**src/hw/rtl/jsle_pkg.sv**
```systemverilog
// Shared types, character codes and helpers of the string literal escaper.
`default_nettype none

package jsle_pkg;

   typedef logic [7:0] char_type;

   // Longest run of characters one word can cause: quote, \xHH, quote
   localparam int unsigned MaxRun = 6;
   localparam int unsigned RunW   = $clog2(MaxRun + 1);

   typedef logic [RunW-1:0] run_cnt_type;
   typedef char_type [MaxRun-1:0] run_buf_type;

   localparam char_type QUOTE_CHAR  = 8'h22;
   localparam char_type BSLASH_CHAR = 8'h5C;
   localparam char_type LF_CHAR     = 8'h0A;
   localparam char_type CR_CHAR     = 8'h0D;
   localparam char_type BEL_CHAR    = 8'h07;
   localparam char_type N_CHAR      = 8'h6E;
   localparam char_type R_CHAR      = 8'h72;
   localparam char_type A_CHAR      = 8'h61;
   localparam char_type X_CHAR      = 8'h78;
   localparam char_type SPACE_CHAR  = 8'h20;
   localparam char_type DEL_CHAR    = 8'h7F;

   // Upper-case hex digit of one nibble
   function automatic char_type hex_digit(input logic [3:0] nib);
      char_type d;
      if (nib < 4'd10) begin
         d = 8'h30 + {4'h0, nib};
      end else begin
         d = 8'h37 + {4'h0, nib};
      end
      return d;
   endfunction

endpackage

`default_nettype wire

```
**src/hw/rtl/jsle_if.sv**
```systemverilog
// Valid/ready channels carrying raw string words in and escaped characters out.
`default_nettype none

interface jsle_req_if import jsle_pkg::*; ();
   logic     valid;
   logic     ready;
   char_type data_byte;
   logic     has_byte;
   logic     start_of_string;
   logic     end_of_string;

   modport source (output valid, output data_byte, output has_byte,
                   output start_of_string, output end_of_string, input ready);
   modport sink   (input valid, input data_byte, input has_byte,
                   input start_of_string, input end_of_string, output ready);
endinterface

interface jsle_rsp_if import jsle_pkg::*; ();
   logic     valid;
   logic     ready;
   char_type out_char;
   logic     last_of_run;

   modport source (output valid, output out_char, output last_of_run, input ready);
   modport sink   (input valid, input out_char, input last_of_run, output ready);
endinterface

`default_nettype wire

```
**src/hw/rtl/js_string_literal_escaper_core.sv**
```systemverilog
// Top level: escapes a byte stream into a double-quoted script string literal.
`default_nettype none

// Each request word is expanded into a run of one to six characters
// (opening quote, the byte or its escape, closing quote) and loaded into a run
// register; the response side drains that register one character per cycle while
// rsp_ch.ready is high and flags the final one with last_of_run. Plain bytes
// without quotes flow at one word per cycle while the response side is ready,
// but escapes and quotes hold req_ready low until the run drains. The next word
// is taken in the same cycle the last character of the current run is taken.
// Words that cause no character are accepted and dropped. No state survives
// between words and there is no configuration.
module js_string_literal_escaper_core import jsle_pkg::*; (
   input wire        clock,
   input wire        reset,
   jsle_req_if.sink   req_ch,
   jsle_rsp_if.source rsp_ch
);

   logic        run_vld_ff, run_vld_in;
   run_buf_type run_buf_ff, run_buf_in;
   run_cnt_type run_cnt_ff, run_cnt_in;
   run_cnt_type run_idx_ff, run_idx_in;

   run_buf_type exp_buf;
   run_cnt_type exp_cnt;
   char_type    esc_char [4];
   run_cnt_type esc_len;
   run_cnt_type pos;
   logic        is_last;
   logic        rsp_take;
   logic        req_take;

   // Build the escape sequence of the byte
   always_comb begin
      esc_char[0] = BSLASH_CHAR;
      esc_char[1] = req_ch.data_byte;
      esc_char[2] = 8'h00;
      esc_char[3] = 8'h00;
      esc_len     = run_cnt_type'(2);
      case (req_ch.data_byte)
         BSLASH_CHAR: esc_char[1] = BSLASH_CHAR;
         LF_CHAR:     esc_char[1] = N_CHAR;
         CR_CHAR:     esc_char[1] = R_CHAR;
         BEL_CHAR:    esc_char[1] = A_CHAR;
         QUOTE_CHAR:  esc_char[1] = QUOTE_CHAR;
         default: begin
            if (req_ch.data_byte < SPACE_CHAR || req_ch.data_byte > DEL_CHAR) begin
               esc_char[1] = X_CHAR;
               esc_char[2] = hex_digit(req_ch.data_byte[7:4]);
               esc_char[3] = hex_digit(req_ch.data_byte[3:0]);
               esc_len     = run_cnt_type'(4);
            end else begin
               esc_char[0] = req_ch.data_byte;
               esc_len     = run_cnt_type'(1);
            end
         end
      endcase
   end

   // Lay out quote, escape and quote into the run
   always_comb begin
      exp_buf = '0;
      pos     = '0;
      if (req_ch.start_of_string) begin
         exp_buf[0] = QUOTE_CHAR;
         pos        = run_cnt_type'(1);
      end
      if (req_ch.has_byte) begin
         for (int k = 0; k < 4; k++) begin
            if (run_cnt_type'(k) < esc_len) begin
               exp_buf[pos + run_cnt_type'(k)] = esc_char[k];
            end
         end
         pos = pos + esc_len;
      end
      if (req_ch.end_of_string) begin
         exp_buf[pos] = QUOTE_CHAR;
         pos          = pos + run_cnt_type'(1);
      end
      exp_cnt = pos;
   end

   // Handshakes: refill the run as its last character leaves
   assign is_last      = (run_idx_ff == run_cnt_ff - run_cnt_type'(1));
   assign rsp_take     = run_vld_ff && rsp_ch.ready;
   assign req_ch.ready = !run_vld_ff || (rsp_ch.ready && is_last);
   assign req_take     = req_ch.valid && req_ch.ready;

   assign rsp_ch.valid       = run_vld_ff;
   assign rsp_ch.out_char    = run_buf_ff[run_idx_ff];
   assign rsp_ch.last_of_run = is_last;

   // Advance through the run, or load a new one
   always_comb begin
      run_vld_in = run_vld_ff;
      run_buf_in = run_buf_ff;
      run_cnt_in = run_cnt_ff;
      run_idx_in = run_idx_ff;
      if (rsp_take) begin
         if (is_last) begin
            run_vld_in = 1'b0;
         end else begin
            run_idx_in = run_idx_ff + run_cnt_type'(1);
         end
      end
      if (req_take && exp_cnt != '0) begin
         run_vld_in = 1'b1;
         run_buf_in = exp_buf;
         run_cnt_in = exp_cnt;
         run_idx_in = '0;
      end
   end

   always_ff @(posedge clock) begin
      if (reset) begin
         run_vld_ff <= 1'b0;
         run_cnt_ff <= '0;
         run_idx_ff <= '0;
      end else begin
         run_vld_ff <= run_vld_in;
         run_cnt_ff <= run_cnt_in;
         run_idx_ff <= run_idx_in;
      end
      run_buf_ff <= run_buf_in;
   end

   // A held run is never empty and never longer than the widest expansion
   a_run_len: assert property (@(posedge clock) disable iff (reset)
      run_vld_ff |-> (run_cnt_ff != '0 && run_cnt_ff <= run_cnt_type'(MaxRun)))
      else $error("run length out of range");

   // The read pointer stays inside the run
   a_idx_range: assert property (@(posedge clock) disable iff (reset)
      run_vld_ff |-> (run_idx_ff < run_cnt_ff))
      else $error("run index past end");

   // Taking a middle character keeps the run and steps the pointer by one
   a_step: assert property (@(posedge clock) disable iff (reset)
      (rsp_take && !is_last) |=>
         (run_vld_ff && run_idx_ff == $past(run_idx_ff) + run_cnt_type'(1)))
      else $error("run pointer did not advance");

   // A new word is only taken when the run is empty or finishing
   a_no_overrun: assert property (@(posedge clock) disable iff (reset)
      req_take |-> (!run_vld_ff || (rsp_take && is_last)))
      else $error("word taken over a pending run");

endmodule

`default_nettype wire

```
**src/flat_wrapper.sv**
```systemverilog
// flat-port wrapper written by rule: the top's interface ports become plain ports
module js_string_literal_escaper_core_flat import jsle_pkg::*;
  (clock, reset, req_ch_valid, req_ch_data_byte, req_ch_has_byte, req_ch_start_of_string, req_ch_end_of_string, req_ch_ready, rsp_ch_valid, rsp_ch_out_char, rsp_ch_last_of_run, rsp_ch_ready);
  jsle_req_if req_ch_i ();
  jsle_rsp_if rsp_ch_i ();
  input wire clock;
  input wire reset;
  input wire logic [$bits(req_ch_i.valid)-1:0] req_ch_valid;
  input wire logic [$bits(req_ch_i.data_byte)-1:0] req_ch_data_byte;
  input wire logic [$bits(req_ch_i.has_byte)-1:0] req_ch_has_byte;
  input wire logic [$bits(req_ch_i.start_of_string)-1:0] req_ch_start_of_string;
  input wire logic [$bits(req_ch_i.end_of_string)-1:0] req_ch_end_of_string;
  output wire logic [$bits(req_ch_i.ready)-1:0] req_ch_ready;
  output wire logic [$bits(rsp_ch_i.valid)-1:0] rsp_ch_valid;
  output wire logic [$bits(rsp_ch_i.out_char)-1:0] rsp_ch_out_char;
  output wire logic [$bits(rsp_ch_i.last_of_run)-1:0] rsp_ch_last_of_run;
  input wire logic [$bits(rsp_ch_i.ready)-1:0] rsp_ch_ready;
  assign req_ch_i.valid = req_ch_valid;
  assign req_ch_i.data_byte = req_ch_data_byte;
  assign req_ch_i.has_byte = req_ch_has_byte;
  assign req_ch_i.start_of_string = req_ch_start_of_string;
  assign req_ch_i.end_of_string = req_ch_end_of_string;
  assign req_ch_ready = req_ch_i.ready;
  assign rsp_ch_valid = rsp_ch_i.valid;
  assign rsp_ch_out_char = rsp_ch_i.out_char;
  assign rsp_ch_last_of_run = rsp_ch_i.last_of_run;
  assign rsp_ch_i.ready = rsp_ch_ready;
  js_string_literal_escaper_core u_core (.clock(clock), .reset(reset), .req_ch(req_ch_i), .rsp_ch(rsp_ch_i));
endmodule
```
**config.mk**
```make
export PLATFORM = sky130hd
export DESIGN_NAME = js_string_literal_escaper_core_flat
export DESIGN_NICKNAME = d
export VERILOG_FILES = /design/src/hw/rtl/jsle_pkg.sv /design/src/hw/rtl/jsle_if.sv /design/src/hw/rtl/js_string_literal_escaper_core.sv /design/src/flat_wrapper.sv
export SDC_FILE = /design/constraint.sdc
export NUM_CORES = 1
export LEC_CHECK = 0
export ABC_AREA = 1
export BUFFER_PORTS_ARGS = -buffer_cell sky130_fd_sc_hd__buf_2
export CORE_MARGIN = 5
export CORE_UTILIZATION = 50
export DETAILED_ROUTE_END_ITERATION = 8
export PLACE_DENSITY = 0.75
export SLEW_MARGIN = 25
export SYNTH_ARGS = -nofsm -noshare
export SYNTH_HDL_FRONTEND = slang
export SYNTH_SLANG_ARGS = --single-unit
```
**constraint.sdc**
```tcl
create_clock -name clock -period 3.5 [get_ports clock]
set_clock_uncertainty 0.2 [all_clocks]
set_input_delay 0.175 -clock clock [delete_from_list [all_inputs] [get_ports clock]]
set_output_delay 0.175 -clock clock [all_outputs]
set_load 0.02 [all_outputs]
```
======== After elaboration in Yosys (flattened, before gate mapping) ========
Cells that the tools add are included.
word-level totals
  logic and storage cells ................. 109
  output and inout bits ................... 11
  register bits after elaboration ......... 55
  input port bits ......................... 15
operators by class
  reduce and logical (&&, ||, !) cells .... 19
  add/sub/neg operators ................... 11
  multiplexer cells ....................... 41
  equality and inequality tests ........... 6
  order comparisons ....................... 19
  bitwise operators ....................... 4
operators with widths
  operator               number
  $mux W48               9
  $bwmux W48             4
  $demux W8 S3           5
  $mux W8                10
  $pmux W8 S5            1
  $and A36 B36 Y36       1
  $not A36 Y36           1
  $add A6 B4 Y7 const A  4
  $bmux W8 S3            1
  $mux W24               1
  $lt A3 B4 Y1 const B   5
  $eq A8 B4 Y1 const B   2
  $mux W16               1
  $ge A3 B1 Y1 const B   4
  $mux W3                4
  $or A12 B12 Y12        1
  $logic_and A1 B1 Y1    9
  $eq A8 B3 Y1 const B   1
  $eq A8 B6 Y1 const B   1
  $eq A8 B7 Y1 const B   1
  $gt A8 B7 Y1 const B   1
  $lt A4 B4 Y1 const B   2
  $lt A8 B6 Y1 const B   1
  $add A1 B2 Y3 const B  2
  other kinds (19)       28

======== Logic depth before layout (Yosys ltp) ========
Gate-level depths: netlist of the first run.
  word-level depth ........................ 19
  mapped depth ............................ 20
  depth with buffers taken out ............ 20

======== Worst setup path before layout of the first run ========
No wires, ideal clock.
  path type ............................... input to register
  start ................................... input req_ch_data_byte[0]
  end ..................................... register u_core.run_buf_ff[0] (netlist bit) (enable)
  library setup time ...................... 0.359 ns
  slack ................................... 0.418 ns
  data required time ...................... 2.941 ns
  stages .................................. 16
  arrival ................................. 2.523 ns
  path through ............................ inv_1 -> ha_1 -> nand3_1 -> nor2_2 -> nor2_4 -> nand2_2 -> nor2_4 -> nand2_4 -> clkinv_1 -> ha_1 -> o21ai_1 -> nor2_1 -> or2_2 -> nand3_2 -> nand2_4 -> nand2_4
between the ends
  word-level cells in the longest chain between the ends .. 10
  elaborated cells between the ends (all ways) .. 17
  classes of those cells .................. add/sub: 2; order compare: 2; eq/ne: 5; mux: 4; reduce/logical: 4
ends and longest elaborated chain
  what                                          line                                   source
  start: declaration                            flat_wrapper.sv:9                      input wire logic [$bits(req_ch_i.data_byte)-1:0] req_ch_data_byte;
  $lt A8 B6 Y1 or $gt A8 B7 Y1 (tied branches)  js_string_literal_escaper_core.sv:48   if (req_ch.data_byte < SPACE_CHAR || req_ch.data_byte > DEL_CHAR) begin
  $logic_or A1 B1 Y1                            js_string_literal_escaper_core.sv:48
  $mux W3                                       js_string_literal_escaper_core.sv:48
  $mux W3 (*)                                   js_string_literal_escaper_core.sv:41   case (req_ch.data_byte)
  $add A1 B3 Y3 (*)                             js_string_literal_escaper_core.sv:75   pos = pos + esc_len;
  $mux W3 (*)                                   js_string_literal_escaper_core.sv:69   if (req_ch.has_byte) begin
  $add A3 B1 Y3                                 js_string_literal_escaper_core.sv:79   pos = pos + run_cnt_type'(1);
  $mux W3 (*)                                   js_string_literal_escaper_core.sv:77   if (req_ch.end_of_string) begin
  $reduce_bool A3 Y1 (*)                        js_string_literal_escaper_core.sv:107  if (req_take && exp_cnt != '0) begin
  $logic_and A1 B1 Y1 (*)                       js_string_literal_escaper_core.sv:107
  end signal: assignment                        js_string_literal_escaper_core.sv:125  run_buf_ff <= run_buf_in;
  end: declaration                              js_string_literal_escaper_core.sv:21   run_buf_type run_buf_ff, run_buf_in;
Every way passes the cells marked *; elsewhere a longest branch is shown, timed or not.
A chain may end at the register's enable or synchronous reset.

======== Worst setup path in the final report of the first run ========
  start ................................... input req_ch_data_byte[0]
  end ..................................... register u_core.run_buf_ff[32] (netlist bit) (enable)
The elaborated chain is that of the path after synthesis.

==> results of run 1 <==
sequential cells by signal (all words and copies together) (netlist names):
name / cells
u_core.run_buf_ff: 39
u_core.run_cnt_ff: 3
u_core.run_idx_ff: 3
u_core.rsp_ch.valid: 1
final cells by class:
class / count / area [um^2]
Tap cell: 75 / 93.8
Inverter: 60 / 225
Timing Repair Buffer: 29 / 170
Fill cell: 533 / 2560
Clock inverter: 2 / 10.0
Clock buffer: 6 / 72.6
Sequential cell: 46 / 1310
Multi-Input combinational cell: 266 / 1480
how the worst min path moves through the flow:
stage                                      end  slack [ns]  depth (start not counted)
after global routing      u_core.run_buf_ff[1]        0.08                          3
after floorplan           u_core.run_cnt_ff[2]        0.04                          1
after detailed placement  u_core.run_cnt_ff[2]        0.26                          2
after global placement    u_core.run_cnt_ff[2]        0.25                          2
after CTS                 u_core.run_buf_ff[1]        0.05                          3
final                     u_core.run_buf_ff[1]        0.07                          3
through the flow:
| stage | total power [mW] | setup WS (ns) | instance area [um^2] | util |
|---|---|---|---|---|
| after global placement | 1.04 | 0.369 | 3270 | 0.552 |
| after CTS | 1.35 | 0.535 | 3360 | 0.568 |
| final | 1.34 | 0.505 | 3360 | 0.568 |
| after floorplan | 0.946 | 0.418 | 3050 | - |
| after global routing | 1.41 | 0.290 | 3360 | 0.568 |
| after detailed placement | 1.05 | 0.230 | 3270 | 0.552 |
power by group through the flow:
| stage | Combinational, mW | Sequential (mW) | Clock [mW] |
|---|---|---|---|
| 2_1_floorplan | 0.240 | 0.706 | 0 |
| 3_3_place_gp | 0.336 | 0.706 | 0 |
| 3_5_place_dp | 0.341 | 0.708 | 0 |
| 4_1_cts | 0.343 | 0.696 | 0.310 |
| 5_1_grt | 0.382 | 0.702 | 0.329 |
| 6_report | 0.343 | 0.696 | 0.300 |
critical path: cells and delay by family:
family                     cells  cell delay (ns)
AOI/OAI and AO/OA              1             0.18
adders and majority gates      2             0.47
buffers and inverters          4             0.59
and+or+nand+nor               11             1.33
layer usage:
layer,track usage,wire (um),share of wire
met2,0.302,3110,0.46
met5,0,0,0
met1,0.259,3140,0.47
met3,0.0235,332,0.049
met4,0.0701,153,0.023
cells by family after synthesis:
| logic type | after synthesis | synth area share |
|---|---|---|
| compound gates | 62 | 0.119 |
| xor+xnor | 5 | 0.0144 |
| fa+ha+maj | 12 | 0.0493 |
| buf+inv | 69 | 0.0855 |
| flops | 46 | 0.431 |
| other cells | 1 | 0.00123 |
| simple gates | 184 | 0.300 |
layout by cell type, fill, tap and decap left out, types with 5 or more instances in the layout:
master,count
sky130_fd_sc_hd__buf_2,25
sky130_fd_sc_hd__ha_1,12
sky130_fd_sc_hd__nand2_2,5
sky130_fd_sc_hd__clkbuf_8,5
sky130_fd_sc_hd__inv_1,54
sky130_fd_sc_hd__o21ai_0,24
sky130_fd_sc_hd__nor2_1,38
sky130_fd_sc_hd__dfxtp_1,7
sky130_fd_sc_hd__nor3_1,5
sky130_fd_sc_hd__nand3_1,28
sky130_fd_sc_hd__nor2_4,5
sky130_fd_sc_hd__a32o_1,5
sky130_fd_sc_hd__nand2_1,80
sky130_fd_sc_hd__edfxtp_1,39
sky130_fd_sc_hd__nand2_4,6
sky130_fd_sc_hd__a21oi_1,24
repair_timing:
action,in CTS,in global routing
buffers inserted,0,0
endpoints found under the setup margin,0,0
hold endpoints to repair,4,0
hold buffers,1,0
==> summary.md, run 1 <==
| Metric | Value |
|---|---|
| Outcome | `complete, no violations` |
| Count of final hold-check violations | `0` |
| Area of the mapped netlist | `between 3000 and 4000 um^2` |
| Lkg Pwr | `roughly 1.6 nW` |
| Worst flop-to-flop path startpoint | `u_core.run_cnt_ff[0]` |
| Measured slew at the worst slew-check pin | `0.913 ns` |
| First-pass GRT wire length | `11,200 um` |
| Final setup fails | `0` |
| Synth cell types | `37` |
| Combined global-route utilization of all metal layers | `0.187` |
| RSZ-0062 raised after global routing | `no` |
| Post-synthesis cell count | `roughly 380` |
| Count of placed standard cells including taps | `475` |
| Pint | `around 930 uW` |
| Number of max-cap violations | `0` |
| Row cnt | `28` |
| HPWL after detailed placement | `around 5300 um` |
| Routed wire length | `6730 um` |
| Seq pwr share | `0.520` |
| Clk Latency, worst-skew pair | `about 0.30 ns` |
| Remaining routing DRC violations | `0` |
| Upper clock frequency limit | `334 MHz` |
| Root buf cell | `sky130_fd_sc_hd__clkbuf_8` |
| Filler-free cell count of the finished design | `484` |
| Worst min path class | `input pin to flip-flop` |
| Relative contribution of combinational cells to total power | `0.256` |
| Post-detailed-route via-to-cell ratio | `5.27` |
| Data required time of the critical path | `3.28 ns` |
| Critical path class | `input pin to flip-flop` |
| Total overflow reported by the global router | `0` |
| Starting density of the core | `0.514` |
| Final period util | `0.856` |
| Total power per unit cell area | `roughly 400 nW/um^2` |
| Fin nets | `435` |
| CP Capture Point | `u_core.run_buf_ff[32]` |
| Vias in the first global route | `2,418` |
| Pin count of the biggest net entering global routing | `43` |
| Setup Total Neg Slack | `0 ns` |
| Worst hold slack across all endpoints | `0.0706 ns` |
| Cell taking the most area after synthesis | `sky130_fd_sc_hd__edfxtp_1` |
| TritonCTS Buffers | `5` |
| Number of detailed-route iterations in the first pass | `5` |
| Clock transition at the registers of the reported paths | `approximately 0.08 ns` |
| Placer congestion estimate | `0.971` |
| FF-to-FF path depth | `11` |
| Time the final worst path needs with I/O delays and setup | `3.00 ns` |
| Share of total power in the clock network | `0.224` |
| Post-synthesis area per instance | `8.03 um^2` |
| Arrival time at the worst endpoint | `~2.8 ns` |
| Crit-path max FO | `42` |
| Number of levels in the clock H-tree | `2` |
| Delay contributed by the slowest stage of the critical path | `0.34 ns` |
| Die W | `88.0 um` |
| Routed WL per cell | `roughly 14 um` |
| # diodes | `0` |
| Drt first-iter violations | `121` |
| Worst Setup Start Kind | `input pin` |
| Net switching power figure | `410 uW` |
| Kind of capture point of the worst setup path | `flip-flop` |
| Final Max Slew Viols | `0` |
| Cell with the most instances after synthesis | `sky130_fd_sc_hd__nand2_1` |
| Share of the yosys chip area belonging to registers | `0.431` |
| Worst setup path startpoint | `req_ch_data_byte[0]` |
| Area of the core | `5920 um^2` |
| Worst voltage drop across the vdd grid | `between 0.00015 and 0.0002 V` |
| Critical path's slowest cell | `sky130_fd_sc_hd__or2_2` |
| Clock tree from TritonCTS | `yes` |
| Async S/R FF share, synth | `0` |
| Top cell type's share of synthesized area | `0.385` |
| Port buffer count | `25` |
| Most common cell type on the critical path | `sky130_fd_sc_hd__nand2_4` |
| Number of cells upsized or downsized after cts | `0` |
| Number of antenna violations at the first check in global routing | `0` |
| Top post-synthesis cells by area | `sky130_fd_sc_hd__edfxtp_1 38%, sky130_fd_sc_hd__nand2_1 9.9%, sky130_fd_sc_hd__inv_1 6.7%` |
| Number of enable-type register cells in the synthesized netlist | `39` |
| Minimum setup slack among reg-to-reg paths | `1.00 ns` |
| Endpoint of the worst register-to-register path | `u_core.run_buf_ff[32]` |
| Cells along the critical path | `buf_2, inv_1, ha_1, nand3_1, nor2_2, nor2_4, nand2_2, nor2_4, nand2_4, clkinv_1, ha_1, o21ai_1, nor2_1, or2_2, nand3_2, nand2_4, nand2_4, buf_12` |
| Maximum clock insertion buffer count | `2` |
| Net Sw Frac | `0.306` |
| Yosys reg bits | `between 40 and 50` |
| Most instantiated flip-flop cell in the synthesis netlist | `sky130_fd_sc_hd__edfxtp_1` |
| Top Ports | `26` |
| Full die area | `7750 um^2` |
| YS warnings | `0` |
| Synth top cells by count | `80 x sky130_fd_sc_hd__nand2_1, 54 x sky130_fd_sc_hd__inv_1, 39 x sky130_fd_sc_hd__edfxtp_1` |
| Fraction of final layout cells with drive strength greater than 1 | `0.164` |
| Relative slew margins | `0.386` |
| Launch point of the worst hold path | `req_ch_end_of_string` |
| Area growth from synthesis to layout | `10.5%` |
| Die Height | `88.0 um` |
| Count of nets left with antenna violations after detail routing | `0` |
| Clk sinks | `46` |
| Via total after detailed routing | `2,553` |
Power figures use the tool's default switching activity.
==> run 2, diff against run 1 <==
--- a/config.mk
+++ b/config.mk
@@ -5,7 +5,6 @@
 export SDC_FILE = /design/constraint.sdc
 export NUM_CORES = 1
 export LEC_CHECK = 0
-export ABC_AREA = 1
 export BUFFER_PORTS_ARGS = -buffer_cell sky130_fd_sc_hd__buf_2
 export CORE_MARGIN = 5
 export CORE_UTILIZATION = 50
==> run 2 against run 1 <==
Compared with the run above:
- synthesized area is 3.9% lower
- critical endpoint is now u_core.run_buf_ff[15]
- largest cell class unchanged
- maximum frequency decreased by 8.8%
- cell count fell by 13%
- clock-buffer cell count is the same
- total power decreased by 3.0%
- die area shrank 3.4%
- sequential share of layout area shrank 2.4 points
- via count is 4.5% lower
- sequential cell count unchanged
- largest power group unchanged
- worst hold slack improved by 0.067 ns
==> summary.md, run 2 <==
| Metric | Value |
|---|---|
| Worst hold path depth | `3 (unchanged)` |
| Worst min path class | `input pin to flip-flop` |
| Endpoint of the worst register-to-register path | `u_core.run_buf_ff[15]` |
| Routed wire length | `6840 um (+1.6%)` |
| Final setup fails | `0 (unchanged)` |
| Top delay family on crit path | `simple AND/OR/NAND/NOR gates` |
| Relative slew margins | `0.495 (+0.109)` |
| Placer congestion estimate | `0.980 (+0.89%)` |
| Net Sw Frac | `0.274 (-0.0316)` |
| Fin nets | `375 (-14%)` |
| FF-to-FF path depth | `9 (-2)` |
| Post-synthesis share of cell area spent on and, or, nand and nor gates | `0.166 (-0.134)` |
| Most instantiated flip-flop cell in the synthesis netlist | `sky130_fd_sc_hd__edfxtp_1` |
| Launch point of the worst hold path | `req_ch_end_of_string` |
| Clock tree from TritonCTS | `yes` |
| Final Max Slew Viols | `0 (unchanged)` |
| Port buffer count | `25 (unchanged)` |
| Registers with the most flip-flops | `u_core.run_buf_ff (39), u_core.run_cnt_ff (3), u_core.run_idx_ff (3)` |
| Leading cell type in the layout, fill and taps excluded | `sky130_fd_sc_hd__edfxtp_1` |
| Via total after detailed routing | `2,438 (-4.5%)` |
| Share of synthesized area spent on multiplexers | `0.0941 (+0.0941)` |
| Vias in the first global route | `2,327 (-3.8%)` |
| Crit-path max FO | `6 (-86%)` |
| Largest family of logic cells by synthesized area | `simple AND/OR/NAND/NOR gates` |
| Critical path's slowest cell | `sky130_fd_sc_hd__or4_4` |
| Top cell type's share of synthesized area | `0.400 (+0.0155)` |
| Die Height | `86.5 um (-1.7%)` |
| Remaining routing DRC violations | `0 (unchanged)` |
| Net switching power figure | `356 uW (-13%)` |
| Lkg Pwr | `1.41 nW (-9.2%)` |
| Count of nets left with antenna violations after detail routing | `0 (unchanged)` |
| Number of detailed-route iterations in the first pass | `4 (-1)` |
| Pin count of the biggest net entering global routing | `32 (-26%)` |
| Commonest cells after routing, fill and taps aside | `39 x sky130_fd_sc_hd__edfxtp_1, 35 x sky130_fd_sc_hd__nor2_1, 33 x sky130_fd_sc_hd__buf_4, 25 x sky130_fd_sc_hd__buf_2` |
| HPWL after detailed placement | `5470 um (+4.2%)` |
| Minimum setup slack among reg-to-reg paths | `0.89 ns (-0.11 ns)` |
| Upper clock frequency limit | `305 MHz (-8.8%)` |
| Arithmetic-cell share of the synthesized area counting full adders, half adders and majority gates | `0.0513 (+0.00198)` |
| Fillers | `466 (-13%)` |
| Area of the mapped netlist | `2930 um^2 (-3.9%)` |
| # diodes | `0 (unchanged)` |
| Overall power after layout | `1.30 mW (-3.0%)` |
| Share of the yosys chip area belonging to registers | `0.448 (+0.0173)` |
| Synth top cells by count | `39 x sky130_fd_sc_hd__edfxtp_1, 35 x sky130_fd_sc_hd__nor2_1, 21 x sky130_fd_sc_hd__inv_1` |
| TritonCTS Buffers | `5 (unchanged)` |
| Final period util | `0.938 (+0.0825)` |
| Delay contributed by the slowest stage of the critical path | `0.55 ns (+0.21 ns)` |
| Number of max-cap violations | `0 (unchanged)` |
| Synth cell types | `56 (+51%)` |
| WP buf/inv | `4 (unchanged)` |
| Drt first-iter violations | `157 (+30%)` |
| Async S/R FF share, synth | `0 (unchanged)` |
| Outcome | `complete, no violations` |
| Largest reg by FF count | `u_core.run_buf_ff` |
| Maximum clock insertion buffer count | `2 (unchanged)` |
| Measured slew at the worst slew-check pin | `0.751 ns (-0.163 ns)` |
| Xor/xnor cell area share of the yosys netlist | `0.0287 (+0.0143)` |
| Share of total power in the clock network | `0.224 (about the same)` |
| Hold Path Sink | `u_core.run_buf_ff[1]` |
| Time the final worst path needs with I/O delays and setup | `3.28 ns (+0.289 ns)` |
| Combined global-route utilization of all metal layers | `0.195 (+0.00736)` |
| First-pass GRT wire length | `11,500 um (+3.1%)` |
| Kind of capture point of the worst setup path | `flip-flop` |
| Root buf cell | `sky130_fd_sc_hd__clkbuf_8` |
| Top Ports | `26 (unchanged)` |
| Area of the core | `5610 um^2 (-5.3%)` |
| Largest register FFs | `39 (unchanged)` |
| Cell with the most instances after synthesis | `sky130_fd_sc_hd__edfxtp_1` |
| Count of final hold-check violations | `0 (unchanged)` |
| Starting density of the core | `0.522 (+0.00769)` |
| Relative contribution of combinational cells to total power | `0.258 (+0.002)` |
| Pint | `943 uW (+1.4%)` |
| Total power per unit cell area | `362 nW/um^2 (-9.0%)` |
| Compound-Gate Fraction of Synth Area | `0.158 (+0.0394)` |
| Die W | `86.5 um (-1.7%)` |
| Full die area | `7480 um^2 (-3.4%)` |
| Clock transition at the registers of the reported paths | `0.07 ns (about the same)` |
| Worst flop-to-flop path startpoint | `u_core.run_cnt_ff[0]` |
| Row cnt | `27 (-3.6%)` |
| Seq pwr share | `0.518 (-0.002)` |
| Post-synthesis area per instance | `9.98 um^2 (+24%)` |
| Arrival time at the worst endpoint | `3.08 ns (+0.30 ns)` |
| Data required time of the critical path | `3.30 ns (+0.02 ns)` |
| Total overflow reported by the global router | `0 (unchanged)` |
| Clk sinks | `46 (unchanged)` |
| RSZ-0062 raised after global routing | `no` |
| Number of antenna violations at the first check in global routing | `0 (unchanged)` |
| Finished Core Util | `0.639 (+0.0714)` |
| Post-synthesis cell count | `293 (-23%)` |
| Cell taking the most area after synthesis | `sky130_fd_sc_hd__edfxtp_1` |
| YS warnings | `0 (unchanged)` |
| Area growth from synthesis to layout | `22.5%` |
| Critical path class | `input pin to flip-flop` |
| Fraction of final layout cells with drive strength greater than 1 | `0.287 (+0.123)` |
| Post-detailed-route via-to-cell ratio | `5.79 (+9.8%)` |
| Most common cell type on the critical path | `sky130_fd_sc_hd__ha_4` |
| Clk Latency, worst-skew pair | `0.28 ns (-0.02 ns)` |
| Worst voltage drop across the vdd grid | `0.000210 V (+13%)` |
| Top post-synthesis cells by area | `sky130_fd_sc_hd__edfxtp_1 40%, sky130_fd_sc_hd__mux4_2 5.4%, sky130_fd_sc_hd__ha_1 5.1%` |
| Worst Setup Start Kind | `input pin` |
| Yosys reg bits | `46 (unchanged)` |
| Routed WL per cell | `16.3 um (+17%)` |
| Number of levels in the clock H-tree | `2 (unchanged)` |
| Cells along the critical path | `buf_2, inv_12, ha_4, and4bb_2, o2bb2ai_4, or4_4, inv_4, ha_4, mux2_4, and2_4, nand3_2, o21ai_1, a2111o_2, nand2_8, buf_4` |
| Number of enable-type register cells in the synthesized netlist | `39 (unchanged)` |
## run 2: worst max-delay path by stage
stage,from,to,slack [ns],depth (start not counted)
2_1_floorplan,req_ch_data_byte[0],u_core.run_cnt_ff[0],-0.03,14
5_1_grt,req_ch_data_byte[5],u_core.run_cnt_ff[1],0.13,16
3_3_place_gp,req_ch_data_byte[0],u_core.run_buf_ff[15],-0.03,15
3_5_place_dp,req_ch_data_byte[0],u_core.run_buf_ff[7],-0.08,15
6_report,req_ch_data_byte[0],u_core.run_buf_ff[15],0.22,15
4_1_cts,req_ch_data_byte[0],u_core.run_buf_ff[15],0.22,15
## run 2: metrics by stage
step / hold slack [ns] / cell area (um^2) / cells / worst slack, ns / TNS [ns]
2_1_floorplan: 0.187 / 3040 / 295 / -0.0313 / -0.0313
3_3_place_gp: 0.264 / 3490 / 412 / -0.0345 / -0.930
3_5_place_dp: 0.266 / 3490 / 412 / -0.0790 / -2.91
4_1_cts: 0.115 / 3580 / 421 / 0.218 / 0
5_1_grt: 0.158 / 3580 / 421 / 0.127 / 0
6_report: 0.138 / 3580 / 421 / 0.216 / 0
## run 2: final cells by class
class	count	area [um^2]	share of cell area
Clock inverter	2	10.0	0.00279
Tap cell	72	90.1	0.0251
Clock buffer	6	72.6	0.0202
Sequential cell	46	1310	0.366
Inverter	23	104	0.0290
Timing Repair Buffer	62	443	0.124
Multi-Input combinational cell	210	1550	0.434
## run 2: power groups by stage
stage | registers, mW | clock network [mW] | logic, mW
final | 0.673 | 0.291 | 0.335
after global routing | 0.678 | 0.323 | 0.365
after CTS | 0.674 | 0.297 | 0.336
after detailed placement | 0.686 | 0 | 0.334
after global placement | 0.683 | 0 | 0.325
after floorplan | 0.682 | 0 | 0.205
## run 2: logic make-up after synthesis
logic type               Yosys count
XOR/XNOR                           8
buffers and inverters             39
AND/OR/NAND/NOR                   98
AO/OA/AOI/OAI                     71
other                              1
adder cells (fa/ha/maj)           12
flip-flops                        46
multiplexers                      18
## run 2: layer usage
metal / vias to the layer above / wire, um / track usage / part of all wire
li1: 1181 / - / - / -
met2: 84 / 3340 / 0.326 / 0.49
met4: 0 / 58 / 0.0581 / 0.0085
met5: - / 0 / 0 / 0
met1: 1165 / 3070 / 0.266 / 0.45
met3: 8 / 371 / 0.0228 / 0.054
## run 2: timing repair
| item | CTS | global route |
|---|---|---|
| gates resized for setup | 0 | 0 |
| buffers inserted | 0 | 0 |
| hold buffers | 1 | 0 |
| endpoints found under the hold margin | 6 | 0 |
## run 2: worst reg2reg max path: stages (launching register included)
cell                       delay [ns]
sky130_fd_sc_hd__dfxtp_1         0.35
sky130_fd_sc_hd__inv_1           0.07
sky130_fd_sc_hd__ha_1            0.31
sky130_fd_sc_hd__xor2_1          0.14
sky130_fd_sc_hd__nand3_1         0.12
sky130_fd_sc_hd__o21ai_0         0.31
sky130_fd_sc_hd__nand2_1         0.12
sky130_fd_sc_hd__a2111o_2        0.42
sky130_fd_sc_hd__nand2_8         0.14
sky130_fd_sc_hd__buf_4           0.16
